[src/rtl/nfsf_pkg.sv]
// nfsf_pkg: shared types, constants and helpers of the numeric cell split finder
`timescale 1ns / 1ps

package nfsf_pkg;

  // cell length limit and the width of a character position
  localparam int MAX_CELL_LEN = 256;
  localparam int POS_W        = $clog2(MAX_CELL_LEN + 1);

  // fixed field widths
  localparam int CHAR_W       = 8;
  localparam int SPLIT_POS_W  = 9;
  localparam int CFG_IDX_W    = 1;

  // character codes
  localparam logic [CHAR_W-1:0] CHAR_BACKSLASH = 8'h5C;
  localparam logic [CHAR_W-1:0] CHAR_AMP       = 8'h26;
  localparam logic [CHAR_W-1:0] CHAR_DOT       = 8'h2E;
  localparam logic [CHAR_W-1:0] CHAR_ZERO      = 8'h30;
  localparam logic [CHAR_W-1:0] CHAR_NINE      = 8'h39;
  localparam logic [CHAR_W-1:0] CHAR_NONE      = 8'h00;

  // configuration register indexes
  localparam logic [CFG_IDX_W-1:0] REG_EQN_OPEN  = 1'b0;
  localparam logic [CFG_IDX_W-1:0] REG_EQN_CLOSE = 1'b1;

  // kind of split found
  typedef enum logic [1:0] {
    KIND_NONE  = 2'd0,
    KIND_AMP   = 2'd1,
    KIND_DOT   = 2'd2,
    KIND_DIGIT = 2'd3
  } split_kind_t;

  // per-cell scan state
  typedef struct packed {
    logic [POS_W-1:0]  count;
    logic              in_eqn;
    logic [CHAR_W-1:0] prev_char;
    logic [POS_W-1:0]  pend_dot_pos;
    logic              pend_dot_valid;
    logic [POS_W-1:0]  amp_pos;
    logic              amp_valid;
    logic [POS_W-1:0]  dot_pos;
    logic              dot_valid;
    logic [POS_W-1:0]  dig_pos;
    logic              dig_valid;
    logic              overflow;
  } scan_state_t;

  // one result item
  typedef struct packed {
    logic                   is_numeric;
    split_kind_t            kind;
    logic [SPLIT_POS_W-1:0] pos;
    logic                   too_long;
  } split_result_t;

  // equation delimiters
  typedef struct packed {
    logic [CHAR_W-1:0] open_char;
    logic [CHAR_W-1:0] close_char;
  } eqn_cfg_t;

  function automatic logic is_digit(input logic [CHAR_W-1:0] c);
    return (c >= CHAR_ZERO) && (c <= CHAR_NINE);
  endfunction

endpackage

[src/rtl/nfsf_scan.sv]
// nfsf_scan: per-item state update and split selection on the end marker
`timescale 1ns / 1ps

module nfsf_scan import nfsf_pkg::*; (
  input  scan_state_t       state,
  input  eqn_cfg_t          cfg,
  input  logic [CHAR_W-1:0] ch,
  input  logic              end_of_field,
  output scan_state_t       state_next,
  output split_result_t     result
);

  logic             d;
  logic             prev_d;
  logic             first;
  logic             dig_ok;
  logic [POS_W-1:0] dig_pos;

  assign d      = is_digit(ch);
  assign prev_d = is_digit(state.prev_char);
  assign first  = (state.count == '0);

  // split selection: ampersand, then dot, then trailing digit
  always_comb begin
    dig_ok  = state.dig_valid;
    dig_pos = state.dig_pos;
    if (!first && prev_d) begin
      dig_ok  = 1'b1;
      dig_pos = state.count;
    end
    result.is_numeric = 1'b0;
    result.kind       = KIND_NONE;
    result.pos        = '0;
    result.too_long   = state.overflow;
    if (state.amp_valid) begin
      result.is_numeric = 1'b1;
      result.kind       = KIND_AMP;
      result.pos        = SPLIT_POS_W'(state.amp_pos);
    end else if (state.dot_valid) begin
      result.is_numeric = 1'b1;
      result.kind       = KIND_DOT;
      result.pos        = SPLIT_POS_W'(state.dot_pos);
    end else if (dig_ok) begin
      result.is_numeric = 1'b1;
      result.kind       = KIND_DIGIT;
      result.pos        = SPLIT_POS_W'(dig_pos);
    end
  end

  // state update for one item
  always_comb begin
    state_next = state;
    if (end_of_field) begin
      state_next = '0;
    end else if (state.count >= POS_W'(MAX_CELL_LEN)) begin
      state_next.overflow = 1'b1;
    end else begin
      // a pending dot is confirmed by a following digit
      if (state.pend_dot_valid && d) begin
        state_next.dot_pos   = state.pend_dot_pos;
        state_next.dot_valid = 1'b1;
      end
      state_next.pend_dot_valid = 1'b0;

      // backslash-ampersand pair
      if (ch == CHAR_AMP && state.prev_char == CHAR_BACKSLASH && !first) begin
        state_next.amp_pos   = state.count - POS_W'(1);
        state_next.amp_valid = 1'b1;
      end

      // dot outside an equation
      if (ch == CHAR_DOT && !state.in_eqn) begin
        if (!first && prev_d) begin
          state_next.dot_pos   = state.count;
          state_next.dot_valid = 1'b1;
        end else begin
          state_next.pend_dot_pos   = state.count;
          state_next.pend_dot_valid = 1'b1;
        end
      end

      // equation tracking
      if (!state.in_eqn) begin
        if (cfg.open_char != CHAR_NONE && ch == cfg.open_char) begin
          state_next.in_eqn = 1'b1;
        end
      end else begin
        if (cfg.close_char != CHAR_NONE && ch == cfg.close_char) begin
          state_next.in_eqn = 1'b0;
        end
      end

      // digit whose following position is outside an equation
      if (d && !state_next.in_eqn) begin
        state_next.dig_pos   = state.count + POS_W'(1);
        state_next.dig_valid = 1'b1;
      end

      state_next.prev_char = ch;
      state_next.count     = state.count + POS_W'(1);
    end
  end

endmodule

[src/rtl/numeric_field_split_finder_core.sv]
// numeric_field_split_finder_core: top level of the numeric cell split finder
`timescale 1ns / 1ps

// Takes one character of a table cell per item and, on the end-marker item,
// delivers one result item telling where the cell splits into two numeric
// halves (backslash-ampersand, then decimal point, then after the last digit).
// Throughput is one item per cycle while in_stall is low: an item is captured in
// an input register, and the scan state (and, for an end marker, the result
// register) is updated as it moves on. The input side stalls only while the result
// register is full and stalled and an end marker waits behind it. Equation
// delimiters are to be written through the config port only while the block is
// idle; the block does not enforce this. A value of 0 disables that delimiter.

module numeric_field_split_finder_core import nfsf_pkg::*; (
  input  logic                   clk,
  input  logic                   rst,
  // config write port
  input  logic                   cfg_we,
  input  logic [CFG_IDX_W-1:0]   cfg_index,
  input  logic [CHAR_W-1:0]      cfg_data,
  // input channel
  input  logic                   in_valid,
  output logic                   in_stall,
  input  logic [CHAR_W-1:0]      ch,
  input  logic                   end_of_field,
  // output channel
  output logic                   out_valid,
  input  logic                   out_stall,
  output logic                   is_numeric,
  output logic [1:0]             split_kind,
  output logic [SPLIT_POS_W-1:0] split_pos,
  output logic                   too_long
);

  eqn_cfg_t          cfg;
  logic              in_v;
  logic [CHAR_W-1:0] in_ch;
  logic              in_eof;
  logic              advance;
  scan_state_t       state;
  scan_state_t       state_next;
  split_result_t     result;
  split_result_t     result_q;

  // config registers
  always_ff @(posedge clk) begin
    if (rst) begin
      cfg <= '0;
    end else if (cfg_we) begin
      unique case (cfg_index)
        REG_EQN_OPEN:  cfg.open_char  <= cfg_data;
        REG_EQN_CLOSE: cfg.close_char <= cfg_data;
        default:       cfg            <= cfg;
      endcase
    end
  end

  // an end marker moves on only when the result register can take it
  assign advance  = in_v && (!in_eof || !out_valid || !out_stall);
  assign in_stall = in_v && !advance;

  // input register
  always_ff @(posedge clk) begin
    if (rst) begin
      in_v <= 1'b0;
    end else if (in_valid && !in_stall) begin
      in_v <= 1'b1;
    end else if (advance) begin
      in_v <= 1'b0;
    end
  end

  always_ff @(posedge clk) begin
    if (in_valid && !in_stall) begin
      in_ch  <= ch;
      in_eof <= end_of_field;
    end
  end

  nfsf_scan u_scan (
    .state        (state),
    .cfg          (cfg),
    .ch           (in_ch),
    .end_of_field (in_eof),
    .state_next   (state_next),
    .result       (result)
  );

  // scan state
  always_ff @(posedge clk) begin
    if (rst) begin
      state <= '0;
    end else if (advance) begin
      state <= state_next;
    end
  end

  // result register
  always_ff @(posedge clk) begin
    if (rst) begin
      out_valid <= 1'b0;
    end else if (advance && in_eof) begin
      out_valid <= 1'b1;
    end else if (!out_stall) begin
      out_valid <= 1'b0;
    end
  end

  always_ff @(posedge clk) begin
    if (advance && in_eof) begin
      result_q <= result;
    end
  end

  assign is_numeric = result_q.is_numeric;
  assign split_kind = result_q.kind;
  assign split_pos  = result_q.pos;
  assign too_long   = result_q.too_long;

  // a new result only follows an end marker
  a_result_from_eof: assert property (@(posedge clk) disable iff (rst)
    $rose(out_valid) |-> $past(advance && in_eof))
    else $error("result item without end marker");

  // state is cleared after an end marker
  a_clear_after_eof: assert property (@(posedge clk) disable iff (rst)
    (advance && in_eof) |=> (state == '0))
    else $error("scan state not cleared after end marker");

  // position counter stays within the cell limit
  a_count_limit: assert property (@(posedge clk) disable iff (rst)
    state.count <= POS_W'(MAX_CELL_LEN))
    else $error("character count beyond cell limit");

  // a non-numeric result carries no split
  a_none_is_zero: assert property (@(posedge clk) disable iff (rst)
    (out_valid && !is_numeric) |-> (split_kind == KIND_NONE && split_pos == '0))
    else $error("non-numeric result with split data");

endmodule
[config.mk]
export PLATFORM = sky130hd
export DESIGN_NAME = numeric_field_split_finder_core
export DESIGN_NICKNAME = d
export VERILOG_FILES = /design/src/rtl/nfsf_pkg.sv /design/src/rtl/nfsf_scan.sv /design/src/rtl/numeric_field_split_finder_core.sv
export SDC_FILE = /design/constraint.sdc
export NUM_CORES = 1
export LEC_CHECK = 0
export ABC_AREA = 0
export BUFFER_PORTS_ARGS = -buffer_cell sky130_fd_sc_hd__buf_2
export CORE_ASPECT_RATIO = 1.5
export CORE_UTILIZATION = 50
export CTS_BUF_LIST = sky130_fd_sc_hd__clkbuf_4
export CTS_CLUSTER_SIZE = 28
export DETAILED_ROUTE_END_ITERATION = 12
export PLACE_DENSITY = 0.68
export SLEW_MARGIN = 20
export SYNTH_ARGS = -nofsm -noshare
export SYNTH_HDL_FRONTEND = slang
export SYNTH_HIERARCHICAL = 1
export SYNTH_SLANG_ARGS = --single-unit
[constraint.sdc]
create_clock -name clk -period 6.42 [get_ports clk]
set_input_delay 0.321 -clock clk [delete_from_list [all_inputs] [get_ports clk]]
set_output_delay 0.321 -clock clk [all_outputs]
set_load 0.1 [all_outputs]
==> flow_summary.ini <==
[placed_design]
post-place-cells = 786
place_congestion = 0.855
port_buffers = 37
dp_hpwl_mm = 9.01
placed_area_sq_um = 6010

[synth]
synth_top_family_by_area = simple AND/OR/NAND/NOR gates
yosysUniqueCellTypes = 53
synth_edf_count = 22
synth-adder-area-share_pct = 0.420
ys_warn_count = 6
synth_compound_area_share_pct = 10.1
ys_seq_area_share_pct = 37.0
ys.flop_type = dfxtp_1
synthMuxAreaShare_pct = 15.5
async_flop_share_pct = 0
syn-num-nets = 671
yosys.area_share.simple_pct = 25.5
synth_area_sq_um = 5960
netlist_instances = 646
synth.avg_cell_area_sq_um = 9.23
ys_ff_latch = 99
yosys.area_share.xor_xnor_pct = 4.85

[sta]
finalCritPeriodShare_pct = 44.3
clock.fmax_ghz = 0.352
drv_slew = 0
setup_viol = 0
finalCriticalPeriod_ns = 2.84
maxSlewHeadroom_pct = 29.5
hold_viol_final = 0
worst_pin_slew_ns = 1.06
setup_tns_ns = 0
grt_setup_unrepaired = no
fin_worst_skew_ns = 0.0223

[route]
drt-vias-per-instance = 5.74
drc = 0
dr.first_iter.drc_count = 423
vias = 4616
drt_pass1_iterations = 5
avgRoutedWirePerCell_microns = 16.7
wl_mm = 13.4
ant_nets = 0

[die]
die_y_microns = 136
rows = 48
die_x_microns = 91.1
die_area_sq_um = 12400
core_area_sq_um = 11500
start_util_pct = 51.7
ios = 38

[global_route]
grt_pass1_vias = 4541
grt_use_total_pct = 22.7
grt_antenna_before_repair = 1
grt-ovfl-total = 0
grt_max_degree = 137
grt_pass1_wl_mm = 22.1

[setup_path]
worst_path_max_delay_cell = or4_1
worstPathArrival_ns = 3.14
cp_max_fo = 10
crit_type = reg2reg
crit_required_ns = 6.72
path_common_cell = mux2i_1
critPathCaptureType = flip-flop
worstSetupStartpointType = flip-flop
slowest_delay_ns = 0.82
cp_cell_sequence = inv_1, ha_1, nor3b_2, and3_1, or4_1, mux2i_1, nor2_1, nand2b_1, mux2i_1

[power_and_ir_drop]
p_leak_nw = 2.17
p_per_area_nw_per_um2 = 175
peakVddDrop_v = 0.000130

[clock_tree]
cts_tree = done
clockBufferDepth = 2
clockRootBuffer = clkbuf_4
htreeDepth = 3
numCtsBuffers = 9
post-cts-setup-buffers = 0
cts_sinks = 99
clk_latency_ns = 0.45
path_clk_slew_ns = 0.16

[layout]
fin_cells = 804
syn_to_final_growth_pct = 3.00
final_area_sq_um = 6140
nets = 673
mostFrequentLayoutCells = nand2b_1, mux2i_1, dfxtp_1
drive_above_1_share_pct = 10.4
final_common_cell = nand2b_1

[job]
maxCapViolations = 0

[worst_hold_path]
hold_path_class = in2reg

[status]
status = completed
==> repair_timing <==
| action | in CTS | in global routing |
|---|---|---|
| gates resized for setup | 0 | 0 |
| endpoints found under the hold margin | 0 | 1 |
| hold buffers | 0 | 1 |
==> synth_stat cells, types with 4 or more instances <==
library cell / n / area, sq um
a21o_1: 7 / 52.6
dfxtp_1: 77 / 1540
xnor2_1: 19 / 166
buf_2: 11 / 55.1
a32oi_1: 8 / 70.1
edfxtp_1: 22 / 661
and3_1: 10 / 62.6
clkbuf_1: 23 / 86.3
buf_4: 4 / 30.0
a21oi_1: 39 / 195
xor2_1: 14 / 123
buf_6: 6 / 67.6
nor2_1: 51 / 191
o21ai_0: 5 / 25.0
nand2_1: 21 / 78.8
nand2b_1: 119 / 744
mux2i_1: 92 / 921
and2_1: 5 / 31.3
inv_1: 11 / 41.3
o22ai_1: 9 / 56.3
nand3_1: 29 / 145
nor4_1: 4 / 25.0
nor3_1: 4 / 20.0
buf_12: 6 / 120
a31oi_1: 10 / 62.6
==> area by class of cell <==
| type | count | area, sq um |
|---|---|---|
| flip-flops and latches | 99 | 2200 |
| repair buffers | 42 | 225 |
| diodes | 1 | 2.50 |
| multi-input cells | 485 | 3360 |
| clock inverters | 4 | 27.5 |
| clock buffers | 12 | 90.1 |
| well taps | 150 | 188 |
| fillers | 1108 | 5390 |
| inverters | 11 | 41.3 |
==> flip-flops by register name, indices dropped and copies added, names as in the netlist, 2 cells and up <==
name and flops:
split_kind 2, cfg 16, split_pos 9, state 59, in_ch 8
==> power breakdown <==
part	leakage, nW	switching, mW	internal [mW]	total [mW]
combinational	1.28	0.0712	0.0477	0.119
clock	0.0612	0.203	0.0926	0.295
sequential	0.833	0.0146	0.649	0.663
total	2.17	0.288	0.789	1.08
==> routing by layer <==
| metal | up-vias | GRT usage (%) | wire length (microns) |
|---|---|---|---|
| met5 | - | 0 | 0 |
| met4 | 0 | 11.3 | 432 |
| met3 | 31 | 3.54 | 435 |
| met2 | 123 | 42.5 | 7070 |
| met1 | 2208 | 24.7 | 5460 |
| li1 | 2254 | - | - |
==> through the flow <==
stage               worst slack (ns)  util (%)  hold slack (ns)  total power [mW]
global route                    3.47      53.2          0.00141              1.12
CTS                             3.62      53.1           0.0124              1.09
finish                          3.58      53.2           0.0404              1.08
global placement                3.75      52.1            0.459             0.792
floorplan                       3.91         -            0.420             0.778
detailed placement              3.65      52.1            0.461             0.796
==> kinds of logic after synthesis <==
kind of cell / Yosys count
AOI/OAI and AO/OA: 91
DFF: 99
buffers and inverters: 62
and+or+nand+nor: 267
muxes: 92
xor gates and xnor gates: 33
adders and majority gates: 2
==> critical path, delay by kind of cell (launching register included) <==
kind	cells	cell delay, ns
adder cells (fa/ha/maj)	1	0.25
flip-flops	1	0.59
buffers and inverters	1	0.13
AND/OR/NAND/NOR	5	1.37
multiplexers	2	0.35
==> worst paths after layout <==
| path | from | endpoint | slack (ns) | cells after the start |
|---|---|---|---|---|
| max | state[50]$_SDFFE_PP0P_ | state[24]$_SDFFE_PP0P_ | 3.58 | 9 |
| min | end_of_field | in_eof$_DFFE_PP_ | 0.04 | 1 |
| max reg2reg | state[50]$_SDFFE_PP0P_ | state[24]$_SDFFE_PP0P_ | 3.58 | 9 |
| min reg2reg | cfg[1]$_SDFFE_PP0P_ | cfg[1]$_SDFFE_PP0P_ | 0.48 | 2 |
No activity file was read; power rests on OpenSTA's default activity.
